<file path="config.mk">
export PLATFORM = sky130hd
export DESIGN_NAME = y_cable_mode_controller_unit
export DESIGN_NICKNAME = d
export VERILOG_FILES = /design/src/rtl/core/ycm_pkg.sv /design/src/rtl/core/y_cable_mode_controller_unit.sv /design/src/rtl/core/ycm_classify.sv /design/src/rtl/core/ycm_ctrl.sv
export SDC_FILE = /design/constraint.sdc
export NUM_CORES = 1
export LEC_CHECK = 0
export BUFFER_PORTS_ARGS = -buffer_cell sky130_fd_sc_hd__buf_2
export CAP_MARGIN = 20
export CORE_ASPECT_RATIO = 1.2
export CORE_MARGIN = 2
export CORE_UTILIZATION = 50
export DETAILED_ROUTE_END_ITERATION = 8
export PLACE_DENSITY = 0.8
export SYNTH_ARGS = -nofsm -noshare
export SYNTH_HDL_FRONTEND = slang
export SYNTH_SLANG_ARGS = --single-unit
export TNS_END_PERCENT = 10
</file>
<file path="constraint.sdc">
create_clock -name aclk -period 3.8 [get_ports aclk]
set_input_delay 0.19 -clock aclk [delete_from_list [all_inputs] [get_ports aclk]]
set_output_delay 0.19 -clock aclk [all_outputs]
set_load 0.01 [all_outputs]
</file>
<file path="src/rtl/core/ycm_pkg.sv">
// ----------------------------------------------------------------------------
// ycm_pkg
// Shared types, field codes and packing helpers for the Y-cable mode controller.
// ----------------------------------------------------------------------------
package ycm_pkg;

    localparam int VOLT_W     = 12;
    localparam int CFG_W      = 12;
    localparam int CFG_IDX_W  = 3;
    localparam int FUNC_W     = 2;
    localparam int S_TDATA_W  = 24;
    localparam int M_TDATA_W  = 16;

    // Configuration register indexes
    localparam logic [CFG_IDX_W-1:0] REG_ADC_PRESENT = 3'd0;
    localparam logic [CFG_IDX_W-1:0] REG_CHARGE_MIN  = 3'd1;
    localparam logic [CFG_IDX_W-1:0] REG_CHARGE_MAX  = 3'd2;
    localparam logic [CFG_IDX_W-1:0] REG_OTG_MIN     = 3'd3;
    localparam logic [CFG_IDX_W-1:0] REG_OTG_MAX     = 3'd4;

    // Register reset values
    localparam logic              RST_ADC_PRESENT = 1'b1;
    localparam logic [VOLT_W-1:0] RST_CHARGE_MIN  = 12'd600;
    localparam logic [VOLT_W-1:0] RST_CHARGE_MAX  = 12'd1200;
    localparam logic [VOLT_W-1:0] RST_OTG_MIN     = 12'd0;
    localparam logic [VOLT_W-1:0] RST_OTG_MAX     = 12'd300;

    // Input kinds
    localparam logic [FUNC_W-1:0] FUNC_TICK    = 2'd0;
    localparam logic [FUNC_W-1:0] FUNC_CHARGER = 2'd1;
    localparam logic [FUNC_W-1:0] FUNC_ID      = 2'd2;

    // Charger-type events
    localparam logic [2:0] CHG_NONE    = 3'd0;
    localparam logic [2:0] CHG_SDP     = 3'd1;
    localparam logic [2:0] CHG_UNKNOWN = 3'd4;
    localparam logic [2:0] CHG_PROVIDE = 3'd5;

    // ID pin events
    localparam logic [1:0] ID_FALL = 2'd0;
    localparam logic [1:0] ID_RISE = 2'd1;

    // Notification codes
    localparam logic [1:0] NOTIFY_NO_CHARGER = 2'd0;
    localparam logic [1:0] NOTIFY_CHARGER    = 2'd1;
    localparam logic [1:0] NOTIFY_POWER      = 2'd2;

    // Reschedule requests
    localparam logic [1:0] SCHED_NONE   = 2'd0;
    localparam logic [1:0] SCHED_POLL   = 2'd1;
    localparam logic [1:0] SCHED_SWITCH = 2'd2;
    localparam logic [1:0] SCHED_NOW    = 2'd3;

    // ID line classes
    localparam logic [1:0] CLASS_HIGH    = 2'd0;
    localparam logic [1:0] CLASS_OTG     = 2'd1;
    localparam logic [1:0] CLASS_CHARGE  = 2'd2;
    localparam logic [1:0] CLASS_INVALID = 2'd3;

    // Reported mode codes
    localparam logic [1:0] MODE_CODE_UNKNOWN = 2'd0;
    localparam logic [1:0] MODE_CODE_CHARGER = 2'd1;
    localparam logic [1:0] MODE_CODE_OTG     = 2'd2;

    typedef enum logic [2:0] {
        MODE_UNKNOWN = 3'b001,
        MODE_CHARGER = 3'b010,
        MODE_OTG     = 3'b100
    } mode_t;

    typedef struct packed {
        logic              adc_present;
        logic [VOLT_W-1:0] charge_min;
        logic [VOLT_W-1:0] charge_max;
        logic [VOLT_W-1:0] otg_min;
        logic [VOLT_W-1:0] otg_max;
    } cfg_t;

    typedef struct packed {
        logic [FUNC_W-1:0] func;
        logic              gpio_read_fail;
        logic              id_pin_high;
        logic [VOLT_W-1:0] id_mv;
        logic [2:0]        charger_event;
        logic [1:0]        id_event;
    } item_t;

    typedef struct packed {
        logic       notify_valid;
        logic [1:0] notify_code;
        logic [1:0] schedule;
        logic       cancel_poll;
        logic [1:0] mode_out;
        logic [1:0] id_class;
        logic       charger_flag_out;
        logic       otg_flag_out;
        logic       devoff_done_out;
    } result_t;

    function automatic logic [1:0] mode_code(input mode_t m);
        logic [1:0] code;
        case (m)
            MODE_CHARGER: code = MODE_CODE_CHARGER;
            MODE_OTG:     code = MODE_CODE_OTG;
            default:      code = MODE_CODE_UNKNOWN;
        endcase
        return code;
    endfunction

    function automatic item_t unpack_item(input logic [FUNC_W-1:0] tuser,
                                          input logic [S_TDATA_W-1:0] tdata);
        item_t it;
        it.func           = tuser;
        it.gpio_read_fail = tdata[0];
        it.id_pin_high    = tdata[1];
        it.id_mv          = tdata[13:2];
        it.charger_event  = tdata[16:14];
        it.id_event       = tdata[18:17];
        return it;
    endfunction

    function automatic logic [M_TDATA_W-1:0] pack_result(input result_t r);
        logic [M_TDATA_W-1:0] d;
        d        = '0;
        d[0]     = r.notify_valid;
        d[2:1]   = r.notify_code;
        d[4:3]   = r.schedule;
        d[5]     = r.cancel_poll;
        d[7:6]   = r.mode_out;
        d[9:8]   = r.id_class;
        d[10]    = r.charger_flag_out;
        d[11]    = r.otg_flag_out;
        d[12]    = r.devoff_done_out;
        return d;
    endfunction

endpackage

</file>
<file path="src/rtl/core/y_cable_mode_controller_unit.sv">
// ----------------------------------------------------------------------------
// y_cable_mode_controller_unit
// Y-cable mode controller: ID line classification and charger/OTG mode control.
// ----------------------------------------------------------------------------
// Each accepted item (monitor tick, charger-type event or ID pin event) gives
// exactly one result, in order. An item is captured in the input register,
// decided by the combinational window compare and mode logic, and lands
// in the result register, which drives m_tvalid, once that register is free.
// The block sustains 1 item per cycle while m_tready is held high, bounded
// only by the single decision stage that also updates mode and enable flags.
// The input side keeps taking items while a result waits on m_tready, until
// both the input and result registers are full. Configuration writes
// take effect on the next cycle and are meant to be made while no item
// is in flight.
// ----------------------------------------------------------------------------
module y_cable_mode_controller_unit #(
    parameter int ADC_BITS = 12
) (
    input  logic                              aclk,
    input  logic                              aresetn,
    // configuration write port
    input  logic                              cfg_wr_en,
    input  logic [ycm_pkg::CFG_IDX_W-1:0]     cfg_index,
    input  logic [ycm_pkg::CFG_W-1:0]         cfg_wdata,
    // input items
    input  logic                              s_tvalid,
    output logic                              s_tready,
    // [0] gpio_read_fail, [1] id_pin_high, [13:2] id_mv,
    // [16:14] charger_event, [18:17] id_event, [23:19] zero
    input  logic [ycm_pkg::S_TDATA_W-1:0]     s_tdata,
    // [1:0] func
    input  logic [ycm_pkg::FUNC_W-1:0]        s_tuser,
    // results
    output logic                              m_tvalid,
    input  logic                              m_tready,
    // [0] notify_valid, [2:1] notify_code, [4:3] schedule, [5] cancel_poll,
    // [7:6] mode_out, [9:8] id_class, [10] charger_flag_out,
    // [11] otg_flag_out, [12] devoff_done_out, [15:13] zero
    output logic [ycm_pkg::M_TDATA_W-1:0]     m_tdata
);
    import ycm_pkg::*;

    cfg_t                 cfg_reg;
    logic                 in_valid_reg;
    item_t                in_item_reg;
    logic                 out_valid_reg;
    logic [M_TDATA_W-1:0] out_data_reg;

    logic                 step;      // decision stage moves an item to the result reg
    logic [1:0]           id_class;
    result_t              res;

    // --- configuration registers
    always_ff @(posedge aclk) begin
        if (!aresetn) begin
            cfg_reg.adc_present <= RST_ADC_PRESENT;
            cfg_reg.charge_min  <= RST_CHARGE_MIN;
            cfg_reg.charge_max  <= RST_CHARGE_MAX;
            cfg_reg.otg_min     <= RST_OTG_MIN;
            cfg_reg.otg_max     <= RST_OTG_MAX;
        end else if (cfg_wr_en) begin
            case (cfg_index)
                REG_ADC_PRESENT: cfg_reg.adc_present <= cfg_wdata[0];
                REG_CHARGE_MIN:  cfg_reg.charge_min  <= cfg_wdata[VOLT_W-1:0];
                REG_CHARGE_MAX:  cfg_reg.charge_max  <= cfg_wdata[VOLT_W-1:0];
                REG_OTG_MIN:     cfg_reg.otg_min     <= cfg_wdata[VOLT_W-1:0];
                REG_OTG_MAX:     cfg_reg.otg_max     <= cfg_wdata[VOLT_W-1:0];
                default: begin
                end
            endcase
        end
    end

    // --- handshake: result reg frees on m transfer, input reg frees on step
    assign step     = in_valid_reg && (!out_valid_reg || m_tready);
    assign s_tready = !in_valid_reg || step;

    always_ff @(posedge aclk) begin
        if (!aresetn) begin
            in_valid_reg <= 1'b0;
        end else if (s_tready) begin
            in_valid_reg <= s_tvalid;
        end
    end

    always_ff @(posedge aclk) begin
        if (s_tvalid && s_tready) begin
            in_item_reg <= unpack_item(s_tuser, s_tdata);
        end
    end

    // --- decision stage
    ycm_classify #(
        .ADC_BITS (ADC_BITS)
    ) u_classify (
        .cfg       (cfg_reg),
        .id_mv     (in_item_reg.id_mv),
        .id_class  (id_class)
    );

    ycm_ctrl u_ctrl (
        .aclk     (aclk),
        .aresetn  (aresetn),
        .step     (step),
        .item     (in_item_reg),
        .id_class (id_class),
        .res      (res)
    );

    // --- result register
    always_ff @(posedge aclk) begin
        if (!aresetn) begin
            out_valid_reg <= 1'b0;
        end else if (!out_valid_reg || m_tready) begin
            out_valid_reg <= in_valid_reg;
        end
    end

    always_ff @(posedge aclk) begin
        if (step) begin
            out_data_reg <= pack_result(res);
        end
    end

    assign m_tvalid = out_valid_reg;
    assign m_tdata  = out_data_reg;

endmodule

</file>
<file path="src/rtl/core/ycm_classify.sv">
// ----------------------------------------------------------------------------
// ycm_classify
// Sorts the ID line voltage into high / OTG / charge / invalid by window compare.
// ----------------------------------------------------------------------------
module ycm_classify #(
    parameter int ADC_BITS = 12
) (
    input  ycm_pkg::cfg_t                    cfg,
    input  logic [ycm_pkg::VOLT_W-1:0]       id_mv,
    output logic [1:0]                       id_class
);
    import ycm_pkg::*;

    localparam int VAL_W = (ADC_BITS < VOLT_W) ? ADC_BITS : VOLT_W;
    localparam logic [VOLT_W-1:0] VAL_MASK = VOLT_W'((64'd1 << VAL_W) - 64'd1);

    logic [VOLT_W-1:0] volt;
    logic              in_charge;
    logic              in_otg;

    assign volt      = id_mv & VAL_MASK;
    assign in_charge = (volt >= cfg.charge_min) && (volt <= cfg.charge_max);
    assign in_otg    = (volt >= cfg.otg_min) && (volt <= cfg.otg_max);

    always_comb begin
        if (!cfg.adc_present) begin
            id_class = CLASS_INVALID;
        end else if (in_charge) begin
            id_class = CLASS_CHARGE;
        end else if (in_otg) begin
            id_class = CLASS_OTG;
        end else if (volt >= cfg.charge_max) begin
            id_class = CLASS_HIGH;
        end else begin
            id_class = CLASS_INVALID;
        end
    end

endmodule

</file>
<file path="src/rtl/core/ycm_ctrl.sv">
// ----------------------------------------------------------------------------
// ycm_ctrl
// Mode state and enable flags; decides notification and reschedule per item.
// ----------------------------------------------------------------------------
module ycm_ctrl (
    input  logic             aclk,
    input  logic             aresetn,
    input  logic             step,
    input  ycm_pkg::item_t   item,
    input  logic [1:0]       id_class,
    output ycm_pkg::result_t res
);
    import ycm_pkg::*;

    mode_t mode_reg, mode_next;
    logic  chg_en_reg, chg_en_next;
    logic  otg_en_reg, otg_en_next;
    logic  devoff_reg, devoff_next;

    logic       nvalid;
    logic [1:0] ncode;
    logic [1:0] sched;
    logic       cancel;
    logic [1:0] cls;
    logic       stop;

    always_comb begin
        mode_next   = mode_reg;
        chg_en_next = chg_en_reg;
        otg_en_next = otg_en_reg;
        devoff_next = devoff_reg;
        nvalid      = 1'b0;
        ncode       = NOTIFY_NO_CHARGER;
        sched       = SCHED_NONE;
        cancel      = 1'b0;
        cls         = CLASS_INVALID;
        stop        = 1'b0;

        case (item.func)
            FUNC_TICK: begin
                if (item.gpio_read_fail || item.id_pin_high) begin
                    stop = 1'b1;
                end else begin
                    cls   = id_class;
                    sched = SCHED_POLL;
                    if (id_class == CLASS_CHARGE && mode_reg != MODE_CHARGER) begin
                        nvalid = 1'b1;
                        if (otg_en_reg) begin
                            // leave OTG first, then retry after the switch delay
                            otg_en_next = 1'b0;
                            mode_next   = MODE_UNKNOWN;
                            sched       = SCHED_SWITCH;
                        end else begin
                            mode_next   = MODE_CHARGER;
                            chg_en_next = 1'b1;
                            ncode       = NOTIFY_CHARGER;
                        end
                    end else if (id_class == CLASS_OTG && mode_reg != MODE_OTG) begin
                        nvalid = 1'b1;
                        if (chg_en_reg) begin
                            chg_en_next = 1'b0;
                            mode_next   = MODE_UNKNOWN;
                            sched       = SCHED_SWITCH;
                        end else begin
                            mode_next   = MODE_OTG;
                            otg_en_next = 1'b1;
                            ncode       = NOTIFY_POWER;
                        end
                    end else if (id_class == CLASS_HIGH || id_class == CLASS_INVALID) begin
                        stop = 1'b1;
                    end
                end
            end
            FUNC_CHARGER: begin
                if (item.charger_event == CHG_NONE) begin
                    chg_en_next = 1'b0;
                    otg_en_next = 1'b0;
                end else if (item.charger_event inside {[CHG_SDP:CHG_UNKNOWN]}) begin
                    chg_en_next = 1'b1;
                end else if (item.charger_event == CHG_PROVIDE) begin
                    devoff_next = 1'b1;
                    if (mode_reg == MODE_UNKNOWN) begin
                        otg_en_next = 1'b1;
                    end
                end
            end
            FUNC_ID: begin
                if (item.id_event == ID_FALL) begin
                    if (mode_reg == MODE_UNKNOWN) begin
                        sched = SCHED_NOW;
                    end
                    devoff_next = 1'b0;
                end else if (item.id_event == ID_RISE) begin
                    cancel = 1'b1;
                    stop   = 1'b1;
                end else begin
                    cancel = 1'b1;
                end
            end
            default: begin
            end
        endcase

        if (stop) begin
            mode_next   = MODE_UNKNOWN;
            chg_en_next = 1'b0;
            otg_en_next = 1'b0;
            devoff_next = 1'b0;
            nvalid      = 1'b1;
            ncode       = NOTIFY_NO_CHARGER;
        end
    end

    always_ff @(posedge aclk) begin
        if (!aresetn) begin
            mode_reg   <= MODE_UNKNOWN;
            chg_en_reg <= 1'b0;
            otg_en_reg <= 1'b0;
            devoff_reg <= 1'b0;
        end else if (step) begin
            mode_reg   <= mode_next;
            chg_en_reg <= chg_en_next;
            otg_en_reg <= otg_en_next;
            devoff_reg <= devoff_next;
        end
    end

    always_comb begin
        res.notify_valid     = nvalid;
        res.notify_code      = ncode;
        res.schedule         = sched;
        res.cancel_poll      = cancel;
        res.mode_out         = mode_code(mode_next);
        res.id_class         = cls;
        res.charger_flag_out = chg_en_next;
        res.otg_flag_out     = otg_en_next;
        res.devoff_done_out  = devoff_next;
    end

endmodule

</file>
==> metrics.md, run 1 <==
| Metric | Value |
|---|---|
| Setup Slack @ Placement | 0.2513 ns |
| Pwr Density | 395.6 nW/um2 |
| Layout Utilization | 0.5866 |
| Synth Register Bits | 91 |
| Initial antenna violation count | 0 |
| Post-route clock period utilization | 0.9489 |
| Post-CTS Resized | 0 |
| Mean area per synthesized cell | 9.287 um2 |
| Drt drc | 0 |
| Root Driver | clkbuf_16 |
| Critical Path Start Type | flip-flop |
| Boundary pin count | 64 |
| CP required | 3.88 ns |
| Die area | 10620 um2 |
| Share of post-route cells with drive strength above 1 | 0.1478 |
| Area Overhead vs Synth | 13.83% |
| Warnings from Yosys | 0 |
| Slew @ Worst Pin | 1.082 ns |
| Placer Congestion | 0.8278 |
| Drt via density | 5.609 |
| Worst setup margin | 0.1941 ns |
| Synth area leader | dfxtp_1 |
| Initial Util | 0.5153 |
| Most numerous cell in the Yosys netlist | nand2_1 |
| Post-route cell area | 5582 um2 |
| N_diodes | 0 |
| Worst reg2reg path depth | 14 |
| Vias in the first global route | 3963 |
| Num Clock Sinks | 91 |
| Synth Flop Type | dfxtp_1 |
| Pwr Total | 2208 uW |
| Worst Setup End Kind | flip-flop |
| Synth top area share | 0.2327 |
| DIE WIDTH | 94.40 um |
| Leak pwr | 0.002278 uW |
| Global Route Usage Sum | 0.2215 |
| Nets@finish | 675 |
| Worst slew margin | 0.2789 |
| Site Rows | 39 |
| Post-synth EDFFs | 34 |
| Final Setup Violations | 0 |
| Drt pass-1 iters | 5 |
| Max-cap violation count | 0 |
| Vias | 3954 |
| Netlist cell types | 50 |
| Fillers | 831 |
| First-pass GRT wire length | 18040 um |
| Clock-pin slew on the worst setup and hold paths | 0.06 ns |
| Max Fanout on Critical Path | 5 |
| WL final | 11030 um |
| Maximum clock insertion buffer count | 2 |
| Grt ovf | 0 |
| Die Y | 112.5 um |
| Clock Skew | 0.006097 ns |
| Largest net degree at the start of global routing | 60 |
| DP Area | 5243 um2 |
| Number of setup buffers added after CTS | 0 |
| Antenna Nets Post-Route | 0 |
| Fmax | 277.3 MHz |
| FFs w/ async S/R, synth | 0 |
| Final hold violation count | 0 |
| Top post-synthesis cells by count | nand2_1, dfxtp_1, inv_1 |
| Outcome | completed |
| Total core area | 9515 um2 |
| Worst Path Arrival | 3.69 ns |
| Routed WL per cell | 15.64 um |
| Top cells by area, synth | dfxtp_1, edfxtp_1, ha_1 |
| Post-Syn Area | 4903 um2 |
| Cells on Worst Hold Path | 1 |
| Maximum VDD drop | 0.3087 mV |
| DP Wirelength | 7820 um |
| Max Transition Viols Final | 0 |
| Iteration-0 DRC Markers | 165 |
| CTS tree | done |
| Max FFs per register | 49 |
| Synthesized instance count | 528 |
| Port bufs | 55 |
| Clk_lat worst skew | 0.34 ns |
| Worst hold path type | in2reg |
| H-tree levels | 3 |
| Setup Crit Path Kind | reg2reg |
| CTS buffer count | 9 |
| Register area share after synthesis | 0.4409 |
| Hold buffer count at CTS | 0 |
| Final min period | 3.606 ns |
cell usage in the layout, fill, tap and decap left out, drive strengths merged, types with 13 or more instances in the layout:
master / instances
buf: 57
edfxtp: 34
nor2: 15
ha: 52
a21boi: 37
inv: 54
a21oi: 21
dfxtp: 57
nand2: 109
a21o: 15
o21ai: 13
clkbuf: 13
o211ai: 15
through the flow:
| step | hold WS [ns] | setup TNS (ns) | cells |
|---|---|---|---|
| 2_1_floorplan | 0.2889 | 0 | 530 |
| 3_3_place_gp | 0.3661 | 0 | 687 |
| 3_5_place_dp | 0.3681 | 0 | 687 |
| 4_1_cts | 0.006570 | 0 | 703 |
| 5_1_grt | 0.008613 | -0.02534 | 705 |
| 6_report | 0.01938 | 0 | 705 |
per-layer routing:
| layer | track usage | vias to the layer above | wire length (um) | part of all wire |
|---|---|---|---|---|
| met4 | 0.1053 | 0 | 312 | 0.028 |
| met1 | 0.2535 | 1874 | 4500 | 0.41 |
| met3 | 0.05168 | 24 | 527 | 0.048 |
| met5 | 0 | - | 0 | 0 |
| met2 | 0.3857 | 113 | 5686 | 0.52 |
| li1 | - | 1943 | - | - |
cell type report:
class	instances	area, um2	area share
Inverter	53	198.9	0.03564
Clock buffer	13	286.5	0.05133
Sequential cell	91	2162	0.3874
Tap cell	123	153.9	0.02757
Multi-Input combinational cell	365	2470	0.4425
Clock inverter	3	16.27	0.002914
Timing Repair Buffer	57	294.0	0.05268
worst max-delay path, cell delays in order (launching register included):
cell and delay, ns:
edfxtp_1 0.47, ha_1 0.32, and3_1 0.20, a221o_1 0.35, nand2_1 0.14, nand3_1 0.09, nor2_1 0.20, a21oi_1 0.08
o21ai_0 0.20, ha_1 0.26, o31ai_1 0.18, o31ai_1 0.27, o211ai_1 0.15, a221oi_2 0.34, nor2_1 0.09
logic make-up (layout without fill, tap and decap cells):
logic type | after synthesis | after routing | share of synthesized area
simple gates | 177 | 177 | 0.1651
compound gates | 131 | 131 | 0.1960
flops | 91 | 91 | 0.4409
buf+inv | 74 | 126 | 0.06047
fa+ha+maj | 52 | 52 | 0.1327
mux | 2 | 2 | 0.004083
other cells | 1 | 3 | 0.0007648
where the power goes:
group	total [uW]	leakage [uW]	internal, uW	switching (uW)
combinational	248	0.00134	100	148
sequential	1070	0.000784	1050	22.7
clock	889	0.000154	529	360
path summary, 6_finish.rpt:
kind | slack (ns) | to | start
hold reg to reg | 0.45 | cfg_reg[10]$_SDFFE_PN0P_ | cfg_reg[10]$_SDFFE_PN0P_
setup / recovery | 0.19 | m_tdata[10]$_DFFE_PP_ | in_item_reg[11]$_DFFE_PP_
hold / removal | 0.02 | in_item_reg[17]$_DFFE_PP_ | s_tdata[1]
setup reg to reg | 0.19 | m_tdata[10]$_DFFE_PP_ | in_item_reg[11]$_DFFE_PP_
No activity file was read; power rests on OpenSTA's default activity.
==> run 2, diff against run 1 <==
REMOVE_ABC_BUFFERS = 1   (was not set)
==> run 2 against run 1 <==
Flip-flop and latch count unchanged. Sequential share of layout area increased by 0.24 points. Worst setup slack improved by 0.12 ns. Critical endpoint unchanged. Highest routed layer unchanged. Clock-buffer cell count increased by 1. Clock skew is 0.0014 ns higher. Non-clock buffer count unchanged.
==> metrics.md, run 2 (same netlist as run 1, synthesis figures left out) <==
| Metric | Value |
|---|---|
| Outcome | completed |
| Slew @ Worst Pin | 1.059 ns |
| Initial Util | 0.5153 |
| WL final | 10780 um |
| Die Y | 112.5 um |
| DP Wirelength | 7856 um |
| Setup Crit Path Kind | reg2reg |
| Num Clock Sinks | 91 |
| Final min period | 3.488 ns |
| Grt ovf | 0 |
| Final Setup Violations | 0 |
| Clock share of power | 0.389 |
| Pwr Total | 2152 uW |
| Boundary pin count | 64 |
| H-tree levels | 3 |
| Setup TNS | 0 ns |
| N_diodes | 0 |
| Drt drc | 0 |
| Global Route Usage Sum | 0.2150 |
| First-pass GRT wire length | 17620 um |
| Critical Path Start Type | flip-flop |
| Clock-pin slew on the worst setup and hold paths | 0.06 ns |
| Post-route clock period utilization | 0.9180 |
| CP required | 3.89 ns |
| Maximum VDD drop | 0.2941 mV |
| Placer Congestion | 0.8825 |
| Final hold violation count | 0 |
| Total core area | 9515 um2 |
| Maximum clock insertion buffer count | 2 |
| Worst Path Arrival | 3.58 ns |
| Drt pass-1 iters | 5 |
| Layout Utilization | 0.5830 |
| Number of setup buffers added after CTS | 0 |
| Cell Int Power | 1626 uW |
| Routed WL per cell | 15.29 um |
| Clk_lat worst skew | 0.35 ns |
| Nets@finish | 675 |
| Drt via density | 5.536 |
| Clock Skew | 0.007494 ns |
| Antenna Nets Post-Route | 0 |
| Area Overhead vs Synth | 13.14% |
| Die area | 10620 um2 |
| Site Rows | 39 |
| Vias in the first global route | 3879 |
| Max FFs per register | 49 |
| Psw | 525.7 uW |
| Worst hold path type | in2reg |
| Worst Setup End Kind | flip-flop |
| Sequential power share | 0.497 |
| Pwr Density | 387.9 nW/um2 |
| DIE WIDTH | 94.40 um |
| Largest net degree at the start of global routing | 60 |
| CTS buffer count | 9 |
| Max Fanout on Critical Path | 5 |
| Worst slew margin | 0.2940 |
| Sw Ratio | 0.2443 |
| Hold buffer count at CTS | 0 |
| Fillers | 816 |
| Max Transition Viols Final | 0 |
| Combinational power share | 0.114 |
| Fmax | 286.7 MHz |
| Port bufs | 55 |
| RSZ-0062 raised after global routing | no |
| Max-cap violation count | 0 |
| Commonest non-fill, non-tap cell in the layout | nand2_1 |
| Vias | 3903 |
| CTS tree | done |
| Root Driver | clkbuf_16 |
| Leak pwr | 0.002255 uW |
| Share of post-route cells with drive strength above 1 | 0.1409 |
| Initial antenna violation count | 0 |
| Iteration-0 DRC Markers | 269 |
| Commonest non-fill, non-tap cells in the layout | nand2_1, dfxtp_1, buf_2 |
[run 2: changes by cell type in the layout (fill, tap and decap cells not counted), sizes merged]
cell and change:
clkinvlp +1, clkinv -1, inv -1, clkbuf +1
[run 2: worst paths after layout]
check	start	end	slack (ns)	depth (start not counted)
setup / recovery	in_item_reg[7]$_DFFE_PP_	m_tdata[10]$_DFFE_PP_	0.31	14
hold / removal	s_tdata[4]	in_item_reg[7]$_DFFE_PP_	0.009	1
setup reg to reg	in_item_reg[7]$_DFFE_PP_	m_tdata[10]$_DFFE_PP_	0.31	14
hold reg to reg	cfg_reg[30]$_SDFFE_PN0P_	cfg_reg[30]$_SDFFE_PN0P_	0.46	2
[run 2: metal layers]
metal  wire, um  track usage  vias up
met4        349       0.1034        0
li1           -            -     1944
met5          0            0        -
met1       4174       0.2418     1816
met3        564      0.04698       37
met2       5693       0.3805      106
[run 2: critical path: stages (launching register included)]
cell and delay (ns):
edfxtp_1 0.46, ha_1 0.32, and3_1 0.20, nor2b_1 0.14, o31ai_2 0.28, nand3_1 0.12
nor2_1 0.21, a21oi_1 0.08, o21ai_0 0.18, ha_1 0.25, o31ai_1 0.18, o31ai_1 0.25
o211ai_1 0.15, a221oi_2 0.34, nor2_1 0.07
[run 2: what timing repair did]
item                                    4_1_cts  5_1_grt
gates resized for setup                       0        3
endpoints found under the setup margin        0        2
hold endpoints to repair                      0        0
[run 2: power by group through the flow]
stage	clock [uW]	combinational, uW	sequential [uW]
2_1_floorplan	0	149	1090
3_3_place_gp	0	228	1090
3_5_place_dp	0	239	1090
4_1_cts	842	241	1070
5_1_grt	881	276	1070
6_report	837	245	1070
[run 2: final cells by class]
type                       count  area (um2)  share of cell area
multi-input combinational    365        2462              0.4438
sequential                    91        2162              0.3897
timing repair buffer          57       294.0             0.05300
clock buffer                  14       264.0             0.04759
inverter                      53       198.9             0.03586
tap                          123       153.9             0.02774
clock inverter                 2       12.51            0.002255
[run 2: through the flow]
step / std cells / hold slack, ns / area, um2 / setup slack [ns]
2_1_floorplan: 509 / 0.2618 / 4813 / 0.6969
3_3_place_gp: 688 / 0.3669 / 5250 / 0.3367
3_5_place_dp: 688 / 0.3683 / 5250 / 0.2643
4_1_cts: 704 / 0.01047 / 5527 / 0.2406
5_1_grt: 705 / 0.009401 / 5548 / 0.02293
6_report: 705 / 0.009077 / 5548 / 0.3116
